===== src/assert_macros.svh =====
// assertion macros shared by the framer rtl
`ifndef ASSERT_MACROS_SVH
`define ASSERT_MACROS_SVH

`ifndef SYNTHESIS

// antecedent implies consequent in the same cycle
`define ASSERT_IMPLIES(label, clk, rst_n, ante, cons) \
	label: assert property (@(posedge clk) disable iff (!rst_n) (ante) |-> (cons)) \
		else $error("assertion failed");

// antecedent implies consequent in the next cycle
`define ASSERT_NEXT(label, clk, rst_n, ante, cons) \
	label: assert property (@(posedge clk) disable iff (!rst_n) (ante) |=> (cons)) \
		else $error("assertion failed");

// condition never holds
`define ASSERT_NEVER(label, clk, rst_n, cond) \
	label: assert property (@(posedge clk) disable iff (!rst_n) !(cond)) \
		else $error("assertion failed");

`else

`define ASSERT_IMPLIES(label, clk, rst_n, ante, cons)
`define ASSERT_NEXT(label, clk, rst_n, ante, cons)
`define ASSERT_NEVER(label, clk, rst_n, cond)

`endif

`endif


===== src/asf_pkg.sv =====
// types, constants and the crc step for the sample framer
`timescale 1ns / 1ps

package asf_pkg;

	localparam logic [7:0]  SYNC_FIRST  = 8'hFA;
	localparam logic [7:0]  SYNC_SECOND = 8'hCE;
	localparam logic [15:0] CRC_INIT    = 16'hFFFF;
	localparam logic [15:0] CRC_POLY    = 16'h1021;
	localparam logic [7:0]  FLAG_OVERRUN = 8'h01;
	localparam logic [7:0]  FLAG_NONE    = 8'h00;

	// item kinds
	localparam logic KIND_STATUS = 1'b0;
	localparam logic KIND_SAMPLE = 1'b1;

	// register indexes on the config port
	localparam logic REG_WATERMARK   = 1'b0;
	localparam logic REG_MAX_SAMPLES = 1'b1;

	// command queue geometry
	localparam int CMD_DEPTH = 4;
	localparam int CMD_PTR_W = $clog2(CMD_DEPTH);
	localparam int CMD_CNT_W = $clog2(CMD_DEPTH + 1);

	// configuration seen by the front end
	typedef struct packed {
		logic [4:0] watermark;
		logic [5:0] max_samples;
	} cfg_t;

	// six bytes to send, byte 0 in the low bits
	typedef struct packed {
		logic        start;
		logic        last;
		logic [47:0] bytes;
	} cmd_t;

	// one byte through the crc16-ccitt, msb first
	function automatic logic [15:0] crc_feed(logic [15:0] crc, logic [7:0] data);
		logic [15:0] c;
		c = crc ^ {data, 8'h00};
		for (int b = 0; b < 8; b++) begin
			c = c[15] ? ({c[14:0], 1'b0} ^ CRC_POLY) : {c[14:0], 1'b0};
		end
		return c;
	endfunction

endpackage


===== src/accel_sample_framer_unit.sv =====
// top level of the accelerometer sample framer with its config registers
`timescale 1ns / 1ps

// Frames accelerometer samples into a byte stream. A status item arriving
// with no frame open and an entry count nonzero and at least the watermark
// opens a frame of min(entries, max_samples) samples (max_samples clamped to
// 1..FRAME_SAMPLES_MAX) and yields the six header bytes; each sample item in
// the frame yields six little-endian bytes, and the closing sample adds the
// crc16-ccitt (low byte first, frame_end on the high byte). The output side
// sends one byte per cycle while byte_stall is low, and that byte serializer
// sets the sustained rate; a header or a sample is six bytes, the closing one eight.
// Input items are taken one per cycle while the four-entry command queue
// between classifier and serializer has room; items yielding no bytes still
// pass one transfer. No clearing pass: items are taken right after reset.
module accel_sample_framer_unit #(
	parameter int FRAME_SAMPLES_MAX = 32
) (
	input  logic        clk,
	input  logic        arst_n,
	// config port
	input  logic        psel,
	input  logic        penable,
	input  logic        pwrite,
	input  logic [2:0]  paddr,
	input  logic [31:0] pwdata,
	output logic [31:0] prdata,
	output logic        pready,
	// item channel
	input  logic        sample_valid,
	output logic        sample_stall,
	input  logic        kind,
	input  logic [7:0]  status_byte,
	input  logic signed [15:0] accel_x,
	input  logic signed [15:0] accel_y,
	input  logic signed [15:0] accel_z,
	// byte channel
	output logic        byte_valid,
	input  logic        byte_stall,
	output logic [7:0]  frame_byte,
	output logic        frame_end
);
	import asf_pkg::*;

	cfg_t cfg_q;
	logic cfg_write;
	logic reg_index;

	logic cmd_push;
	cmd_t push_cmd;
	logic cmd_full;
	logic cmd_pop;
	cmd_t pop_cmd;
	logic cmd_avail;

	// config registers
	assign pready    = 1'b1;
	assign reg_index = paddr[2];
	assign cfg_write = psel && penable && pwrite && pready;

	always_ff @(posedge clk or negedge arst_n) begin
		if (!arst_n) begin
			cfg_q.watermark   <= 5'd16;
			cfg_q.max_samples <= 6'd32;
		end else if (cfg_write) begin
			case (reg_index)
				REG_WATERMARK:   cfg_q.watermark   <= pwdata[4:0];
				REG_MAX_SAMPLES: cfg_q.max_samples <= pwdata[5:0];
				default:         cfg_q             <= cfg_q;
			endcase
		end
	end

	// register readback
	always_comb begin
		case (reg_index)
			REG_WATERMARK:   prdata = {27'd0, cfg_q.watermark};
			REG_MAX_SAMPLES: prdata = {26'd0, cfg_q.max_samples};
			default:         prdata = 32'd0;
		endcase
	end

	asf_front #(
		.FRAME_SAMPLES_MAX(FRAME_SAMPLES_MAX)
	) u_front (
		.clk          (clk),
		.arst_n       (arst_n),
		.cfg          (cfg_q),
		.sample_valid (sample_valid),
		.sample_stall (sample_stall),
		.kind         (kind),
		.status_byte  (status_byte),
		.accel_x      (accel_x),
		.accel_y      (accel_y),
		.accel_z      (accel_z),
		.cmd_push     (cmd_push),
		.cmd          (push_cmd),
		.cmd_full     (cmd_full)
	);

	asf_cmd_queue u_queue (
		.clk      (clk),
		.arst_n   (arst_n),
		.push     (cmd_push),
		.push_cmd (push_cmd),
		.full     (cmd_full),
		.pop      (cmd_pop),
		.pop_cmd  (pop_cmd),
		.nonempty (cmd_avail)
	);

	asf_back u_back (
		.clk        (clk),
		.arst_n     (arst_n),
		.cmd_avail  (cmd_avail),
		.cmd        (pop_cmd),
		.cmd_pop    (cmd_pop),
		.byte_valid (byte_valid),
		.byte_stall (byte_stall),
		.frame_byte (frame_byte),
		.frame_end  (frame_end)
	);

endmodule


===== src/asf_front.sv =====
// front end: classifies items, tracks frame state and issues byte commands
`timescale 1ns / 1ps

module asf_front #(
	parameter int FRAME_SAMPLES_MAX = 32
) (
	input  logic          clk,
	input  logic          arst_n,
	input  asf_pkg::cfg_t cfg,
	input  logic          sample_valid,
	output logic          sample_stall,
	input  logic          kind,
	input  logic [7:0]    status_byte,
	input  logic signed [15:0] accel_x,
	input  logic signed [15:0] accel_y,
	input  logic signed [15:0] accel_z,
	output logic          cmd_push,
	output asf_pkg::cmd_t cmd,
	input  logic          cmd_full
);
	import asf_pkg::*;

	localparam logic [5:0] LIMIT_MAX = 6'(FRAME_SAMPLES_MAX);

	logic        frame_open_q;
	logic [5:0]  samples_left_q;
	logic [15:0] sequence_q;
	logic [5:0]  frame_count_q;

	logic       accept;
	logic [5:0] entries;
	logic [5:0] limit;
	logic [5:0] n;
	logic       open_frame;
	logic       take_sample;
	logic       last_sample;

	// input transfer whenever the queue has room
	assign sample_stall = cmd_full;
	assign accept       = sample_valid && !cmd_full;

	// frame size from entry count and clamped maximum
	always_comb begin
		entries = status_byte[5:0];
		if (cfg.max_samples == 6'd0) begin
			limit = 6'd1;
		end else if (cfg.max_samples > LIMIT_MAX) begin
			limit = LIMIT_MAX;
		end else begin
			limit = cfg.max_samples;
		end
		n = (entries < limit) ? entries : limit;
	end

	// classification
	assign open_frame  = (kind == KIND_STATUS) && !frame_open_q && (entries != 6'd0)
		&& (entries >= {1'b0, cfg.watermark});
	assign take_sample = (kind == KIND_SAMPLE) && frame_open_q;
	assign last_sample = (samples_left_q == 6'd1);

	// command build
	always_comb begin
		cmd.start = open_frame;
		cmd.last  = take_sample && last_sample;
		if (open_frame) begin
			cmd.bytes = {(status_byte[7] ? FLAG_OVERRUN : FLAG_NONE), {2'b00, n},
				sequence_q[15:8], sequence_q[7:0], SYNC_SECOND, SYNC_FIRST};
		end else begin
			cmd.bytes = {accel_z, accel_y, accel_x};
		end
	end

	assign cmd_push = accept && (open_frame || take_sample);

	// frame state
	always_ff @(posedge clk or negedge arst_n) begin
		if (!arst_n) begin
			frame_open_q   <= 1'b0;
			samples_left_q <= 6'd0;
			sequence_q     <= 16'd0;
			frame_count_q  <= 6'd0;
		end else if (accept) begin
			if (open_frame) begin
				frame_open_q   <= 1'b1;
				samples_left_q <= n;
				frame_count_q  <= n;
			end else if (take_sample) begin
				samples_left_q <= samples_left_q - 6'd1;
				if (last_sample) begin
					frame_open_q <= 1'b0;
					sequence_q   <= sequence_q + {10'd0, frame_count_q};
				end
			end
		end
	end

endmodule


===== src/asf_cmd_queue.sv =====
// short command queue between front and back end
`timescale 1ns / 1ps
`include "assert_macros.svh"

module asf_cmd_queue (
	input  logic          clk,
	input  logic          arst_n,
	input  logic          push,
	input  asf_pkg::cmd_t push_cmd,
	output logic          full,
	input  logic          pop,
	output asf_pkg::cmd_t pop_cmd,
	output logic          nonempty
);
	import asf_pkg::*;

	cmd_t                 entry_q [CMD_DEPTH];
	logic [CMD_PTR_W-1:0] wr_ptr_q;
	logic [CMD_PTR_W-1:0] rd_ptr_q;
	logic [CMD_CNT_W-1:0] count_q;

	assign full     = (count_q == CMD_CNT_W'(CMD_DEPTH));
	assign nonempty = (count_q != '0);
	assign pop_cmd  = entry_q[rd_ptr_q];

	// entry storage
	always_ff @(posedge clk) begin
		if (push) begin
			entry_q[wr_ptr_q] <= push_cmd;
		end
	end

	// pointers and fill count
	always_ff @(posedge clk or negedge arst_n) begin
		if (!arst_n) begin
			wr_ptr_q <= '0;
			rd_ptr_q <= '0;
			count_q  <= '0;
		end else begin
			if (push) begin
				wr_ptr_q <= wr_ptr_q + CMD_PTR_W'(1);
			end
			if (pop) begin
				rd_ptr_q <= rd_ptr_q + CMD_PTR_W'(1);
			end
			case ({push, pop})
				2'b10:   count_q <= count_q + CMD_CNT_W'(1);
				2'b01:   count_q <= count_q - CMD_CNT_W'(1);
				default: count_q <= count_q;
			endcase
		end
	end

	`ASSERT_IMPLIES(a_no_overflow, clk, arst_n, push, !full)
	`ASSERT_IMPLIES(a_no_underflow, clk, arst_n, pop, nonempty)
	`ASSERT_NEVER(a_count_range, clk, arst_n, count_q > CMD_CNT_W'(CMD_DEPTH))

endmodule


===== src/asf_back.sv =====
// back end: serializes commands into bytes and appends the frame crc
`timescale 1ns / 1ps
`include "assert_macros.svh"

module asf_back (
	input  logic          clk,
	input  logic          arst_n,
	input  logic          cmd_avail,
	input  asf_pkg::cmd_t cmd,
	output logic          cmd_pop,
	output logic          byte_valid,
	input  logic          byte_stall,
	output logic [7:0]    frame_byte,
	output logic          frame_end
);
	import asf_pkg::*;

	cmd_t        cur_q;
	logic        busy_q;
	logic [2:0]  idx_q;
	logic [15:0] crc_q;
	logic        out_valid_q;
	logic [7:0]  byte_q;
	logic        end_q;

	logic        advance;
	logic        done;
	logic [2:0]  final_idx;
	logic [7:0]  sel_byte;
	logic [15:0] crc_base;

	// output register frees up when empty or taken
	assign advance   = !out_valid_q || !byte_stall;
	assign final_idx = cur_q.last ? 3'd7 : 3'd5;
	assign done      = busy_q && advance && (idx_q == final_idx);
	assign cmd_pop   = cmd_avail && (!busy_q || done);

	// byte select: six payload bytes then crc low and high
	always_comb begin
		case (idx_q)
			3'd0:    sel_byte = cur_q.bytes[7:0];
			3'd1:    sel_byte = cur_q.bytes[15:8];
			3'd2:    sel_byte = cur_q.bytes[23:16];
			3'd3:    sel_byte = cur_q.bytes[31:24];
			3'd4:    sel_byte = cur_q.bytes[39:32];
			3'd5:    sel_byte = cur_q.bytes[47:40];
			3'd6:    sel_byte = crc_q[7:0];
			default: sel_byte = crc_q[15:8];
		endcase
	end

	// crc restarts on the first header byte
	assign crc_base = (cur_q.start && (idx_q == 3'd0)) ? CRC_INIT : crc_q;

	// sequencer and output control
	always_ff @(posedge clk or negedge arst_n) begin
		if (!arst_n) begin
			busy_q      <= 1'b0;
			idx_q       <= 3'd0;
			out_valid_q <= 1'b0;
		end else begin
			if (advance) begin
				out_valid_q <= busy_q;
			end
			if (cmd_pop) begin
				busy_q <= 1'b1;
				idx_q  <= 3'd0;
			end else if (done) begin
				busy_q <= 1'b0;
				idx_q  <= 3'd0;
			end else if (busy_q && advance) begin
				idx_q <= idx_q + 3'd1;
			end
		end
	end

	// payload, crc and current command
	always_ff @(posedge clk) begin
		if (cmd_pop) begin
			cur_q <= cmd;
		end
		if (busy_q && advance) begin
			byte_q <= sel_byte;
			end_q  <= (idx_q == 3'd7);
			if (idx_q < 3'd6) begin
				crc_q <= crc_feed(crc_base, sel_byte);
			end
		end
	end

	assign byte_valid = out_valid_q;
	assign frame_byte = byte_q;
	assign frame_end  = end_q;

	`ASSERT_IMPLIES(a_crc_only_on_last, clk, arst_n, busy_q && (idx_q > 3'd5), cur_q.last)
	`ASSERT_NEVER(a_header_not_last, clk, arst_n, busy_q && cur_q.start && cur_q.last)
	`ASSERT_NEXT(a_end_after_crc_high, clk, arst_n, busy_q && advance && (idx_q == 3'd7),
		byte_valid && frame_end)

endmodule

===== config.mk =====
export PLATFORM = sky130hd
export DESIGN_NAME = accel_sample_framer_unit
export DESIGN_NICKNAME = d
export VERILOG_FILES = /design/src/asf_pkg.sv /design/src/accel_sample_framer_unit.sv /design/src/asf_front.sv /design/src/asf_cmd_queue.sv /design/src/asf_back.sv
export VERILOG_INCLUDE_DIRS = /design/src /design/src/src
export SDC_FILE = /design/constraint.sdc
export NUM_CORES = 1
export LEC_CHECK = 0
export ABC_AREA = 1
export BUFFER_PORTS_ARGS = -buffer_cell sky130_fd_sc_hd__buf_4
export CORE_MARGIN = 10
export CORE_UTILIZATION = 40
export CTS_CLUSTER_SIZE = 10
export DETAILED_ROUTE_END_ITERATION = 16
export GPL_TIMING_DRIVEN = 1
export HOLD_SLACK_MARGIN = 0.05
export PLACE_DENSITY = 0.58
export SLEW_MARGIN = 25
export SYNTH_ARGS = -nofsm -noshare
export SYNTH_HDL_FRONTEND = slang
export SYNTH_HIERARCHICAL = 1
export SYNTH_SLANG_ARGS = --single-unit

===== constraint.sdc =====
create_clock -name clk -period 9.5 [get_ports clk]
set_input_delay 0.95 -clock clk [delete_from_list [all_inputs] [get_ports clk]]
set_output_delay 0.95 -clock clk [all_outputs]
set_load 0.1 [all_outputs]

==> run_results.csv <==
group,metric,value,unit
outcome,run_status,"complete, no violations",
clocking,cts_buffer_depth,3,
floorplanning,start_util,0.406,
clocking,cts_buffers,39,
clocking,clkSlewWorstSetupHoldPaths,50,ps
critical_path,timing.setup.critical_path_class,"input pin to flip-flop",
critical_path,r2r_start,"cfg_q[10]",
logic_synthesis,synth_ff_type,"sky130_fd_sc_hd__edfxtp_1",
sta,timing.final.max_slew_violations,0,
critical_path,worstSetupStartpointType,"input pin",
finish,area_growth,13.0,%
critical_path,critical_path_peak_fanout,53,
clocking,tritoncts,"done",
finish,mostFrequentLayoutCells,"463 x sky130_fd_sc_hd__nand2_1, 275 x sky130_fd_sc_hd__edfxtp_1, 204 x sky130_fd_sc_hd__inv_1, 153 x sky130_fd_sc_hd__nor2_1, 94 x sky130_fd_sc_hd__buf_4",
critical_path,logic_depth_of_the_worst_register_to_register_path,12,
floorplanning,rows,72,
critical_path,cp.arrival,3690,ps
power,leakage,7.95,nW
global_route,grt_pass1_vias,10500,
critical_path,cp-startpoint,"byte_stall",
finish,number_of_diodes,0,
critical_path,timing.critical_path.required,9900,ps
route,remaining_drc_errors,0,
floorplanning,fp.dieH,218,um
finish,fillers,3634,
clocking,clock_sink_count,327,
placement,number_of_placed_instances_taps_included,2146,
finish,mostFrequentLayoutCell,"sky130_fd_sc_hd__nand2_1",
critical_path,path_depth,13,
critical_path,crit_path_frequent_cell,"sky130_fd_sc_hd__nand2_1",
route,antenna_violating_nets_post_route,0,
critical_path,r2r_end,"u_queue/entry_q[3][22]",
clocking,cts.root.buffer_cell,"sky130_fd_sc_hd__clkbuf_16",
logic_synthesis,synthCells,1592,
critical_path,path_buf_inv,4,
sta,final_hold_viol_count,0,
route,drt_first_pass_iters,4,
finish,stdcell_count,2213,
global_route,antenna_found_initial,0,
logic_synthesis,synthArstFlopShare,0.159,
logic_synthesis,synth_edf_count,275,
global_route,grt_pass1_wl,54700,um
critical_path,cp-end-kind,"flip-flop",
finish,share_of_final_layout_standard_cells_stronger_than_drive_strength_1,0.132,
route,num_vias,10400,
floorplanning,die_x,218,um
route,detail_route.wirelength,34100,um
logic_synthesis,synth_seq_cells,327,
global_route,overflow,0,
placement,globalplace.congestion,0.855,
global_route,grt_util_all_layers,0.143,
sta,clock-skew-final,18.4,ps
logic_synthesis,syn_area_per_cell,9.89,um2
logic_synthesis,synthesis.area,15700,um2
clocking,hold_buffers,0,
clocking,cts_max_level,2,
sta,tightestPinTransition,872,ps
placement,post_dp_cell_area,16700,um2
route,wire_per_inst,15.4,um
critical_path,critical-path-max-stage-delay,540,ps
sta,post-route-period-util,0.346,
floorplanning,io_pins,143,
sta,final.setup.worst_slack,6210,ps
route,avgViaCountPerCell,4.70,
placement,dp_hpwl,22100,um
route,initialDrtViolationCount,554,
logic_synthesis,yosysSeqAreaShare,0.607,
critical_path,critPathTopFamily,"buffers and inverters",
sta,worst_slew_margin_rel,0.419,
critical_path,setup.reg_to_reg.worst_slack,6290,ps
critical_path,critical-path-slowest-cell,"sky130_fd_sc_hd__buf_4",
min_path,worstHoldPathType,"input pin to async pin",
critical_path,crit_path_end,"u_queue/count_q[1]",
run,cap_viol_max_count,0,
sta,setup-violations-final,0,
logic_synthesis,yosysUniqueCellTypes,42,
logic_synthesis,synthesis.yosys.warnings,6,
placement,pre_cts_slack,5660,ps
sta,final_critical_period,3290,ps
clocking,post-cts-setup-buffer-count,0,
placement,place.port_buffers,86,
finish,stdcell_area,17800,um2
floorplanning,dieArea,47700,um2
sta,setup_repair_after_global_routing_missed_its_margin,"no",
global_route,grt_max_degree,121,
sta,max_clock_freq,304,MHz
critical_path,crit_path_cell_trace,"buf_4 -> nand2_1 -> nand2_1 -> inv_1 -> nand4_1 -> nand2_1 -> nand2_1 -> inv_2 -> buf_4 -> ha_1 -> fa_1 -> nand2_1 -> nand2_1",
clocking,post_cts_resize_count,0,
finish,final_net_count,1799,
power,max-vdd-ir-drop,0.000145,V
floorplanning,core_area,38800,um2
clocking,clock_latency_of_the_later_clocked_register_in_the_worst_skew_pair,520,ps
sta,tns,0,ps
power,power-per-cell-area,325,nW/um2
final cells by class:
type / count / area [um2] / share of cell area
sequential: 327 / 9570 / 0.537
clock inverter: 3 / 12.5 / 0.000703
multi-input combinational: 986 / 4900 / 0.275
clock buffer: 64 / 1120 / 0.0630
timing repair buffer: 95 / 717 / 0.0403
tap: 518 / 648 / 0.0364
inverter: 220 / 833 / 0.0468
per-layer routing:
layer / GRT usage / vias to the layer above / part of all wire
met5: 0 / - / 0
met4: 0.0410 / 0 / 0.022
met3: 0.0250 / 53 / 0.042
met2: 0.241 / 176 / 0.48
met1: 0.184 / 4897 / 0.45
li1: - / 5271 / -
synth_stat cells, types with 15 or more instances:
| library cell | n | area share |
|---|---|---|
| sky130_fd_sc_hd__a21oi_1 | 15 | 0.0048 |
| sky130_fd_sc_hd__nand3_1 | 76 | 0.024 |
| sky130_fd_sc_hd__o21ai_0 | 20 | 0.0064 |
| sky130_fd_sc_hd__ha_1 | 29 | 0.023 |
| sky130_fd_sc_hd__buf_4 | 35 | 0.017 |
| sky130_fd_sc_hd__dfrtp_1 | 50 | 0.079 |
| sky130_fd_sc_hd__nand2_2 | 25 | 0.0099 |
| sky130_fd_sc_hd__nand2_1 | 463 | 0.11 |
| sky130_fd_sc_hd__o211ai_1 | 50 | 0.024 |
| sky130_fd_sc_hd__edfxtp_1 | 275 | 0.52 |
| sky130_fd_sc_hd__xor2_1 | 19 | 0.011 |
| sky130_fd_sc_hd__buf_2 | 26 | 0.0083 |
| sky130_fd_sc_hd__inv_1 | 209 | 0.050 |
| sky130_fd_sc_hd__nor2_1 | 153 | 0.036 |
| sky130_fd_sc_hd__nand4_1 | 30 | 0.012 |
sequential cells by signal (all words and copies together), names as in the netlist, 6 cells and up:
signal                  flops
cfg_q                      11
u_back/crc_q               16
u_back/cur_q               50
u_back/frame_byte           8
u_front/frame_count_q       6
u_front/samples_left_q      6
u_front/sequence_q         16
u_queue/entry_q           200
cell families (layout without fill, tap and decap cells):
kind of cell,after synthesis,in the layout,share of synthesized area
compound gates,99,99,0.0409
xor+xnor,25,25,0.0139
fa+ha+maj,31,31,0.0256
buf+inv,304,382,0.0875
flops,327,327,0.607
other cells,2,27,0.000477
simple gates,804,804,0.225
worst min-delay path by stage:
stage	from	end	slack [ps]	depth (start not counted)
final	arst_n	cfg_q[9]	480	1
after CTS	cfg_q[10]	cfg_q[10]	490	2
after global routing	cfg_q[10]	cfg_q[10]	500	2
after detailed placement	cfg_q[10]	cfg_q[10]	480	2
after global placement	cfg_q[10]	cfg_q[10]	460	2
after floorplan	u_queue/count_q[2]	u_queue/count_q[2]	440	2
per-stage QoR:
stage	power, mW	util	hold WS [ps]
finish	5.78	0.458	479
global route	6.22	0.458	499
detailed placement	4.49	0.429	477
floorplan	3.97	-	442
CTS	5.85	0.458	485
global placement	4.43	0.429	464
power breakdown:
part	internal [mW]	switching [mW]
Clock	0.800	0.539
Sequential	2.05	0.189
Combinational	0.630	1.58
Power figures use the tool's default switching activity.
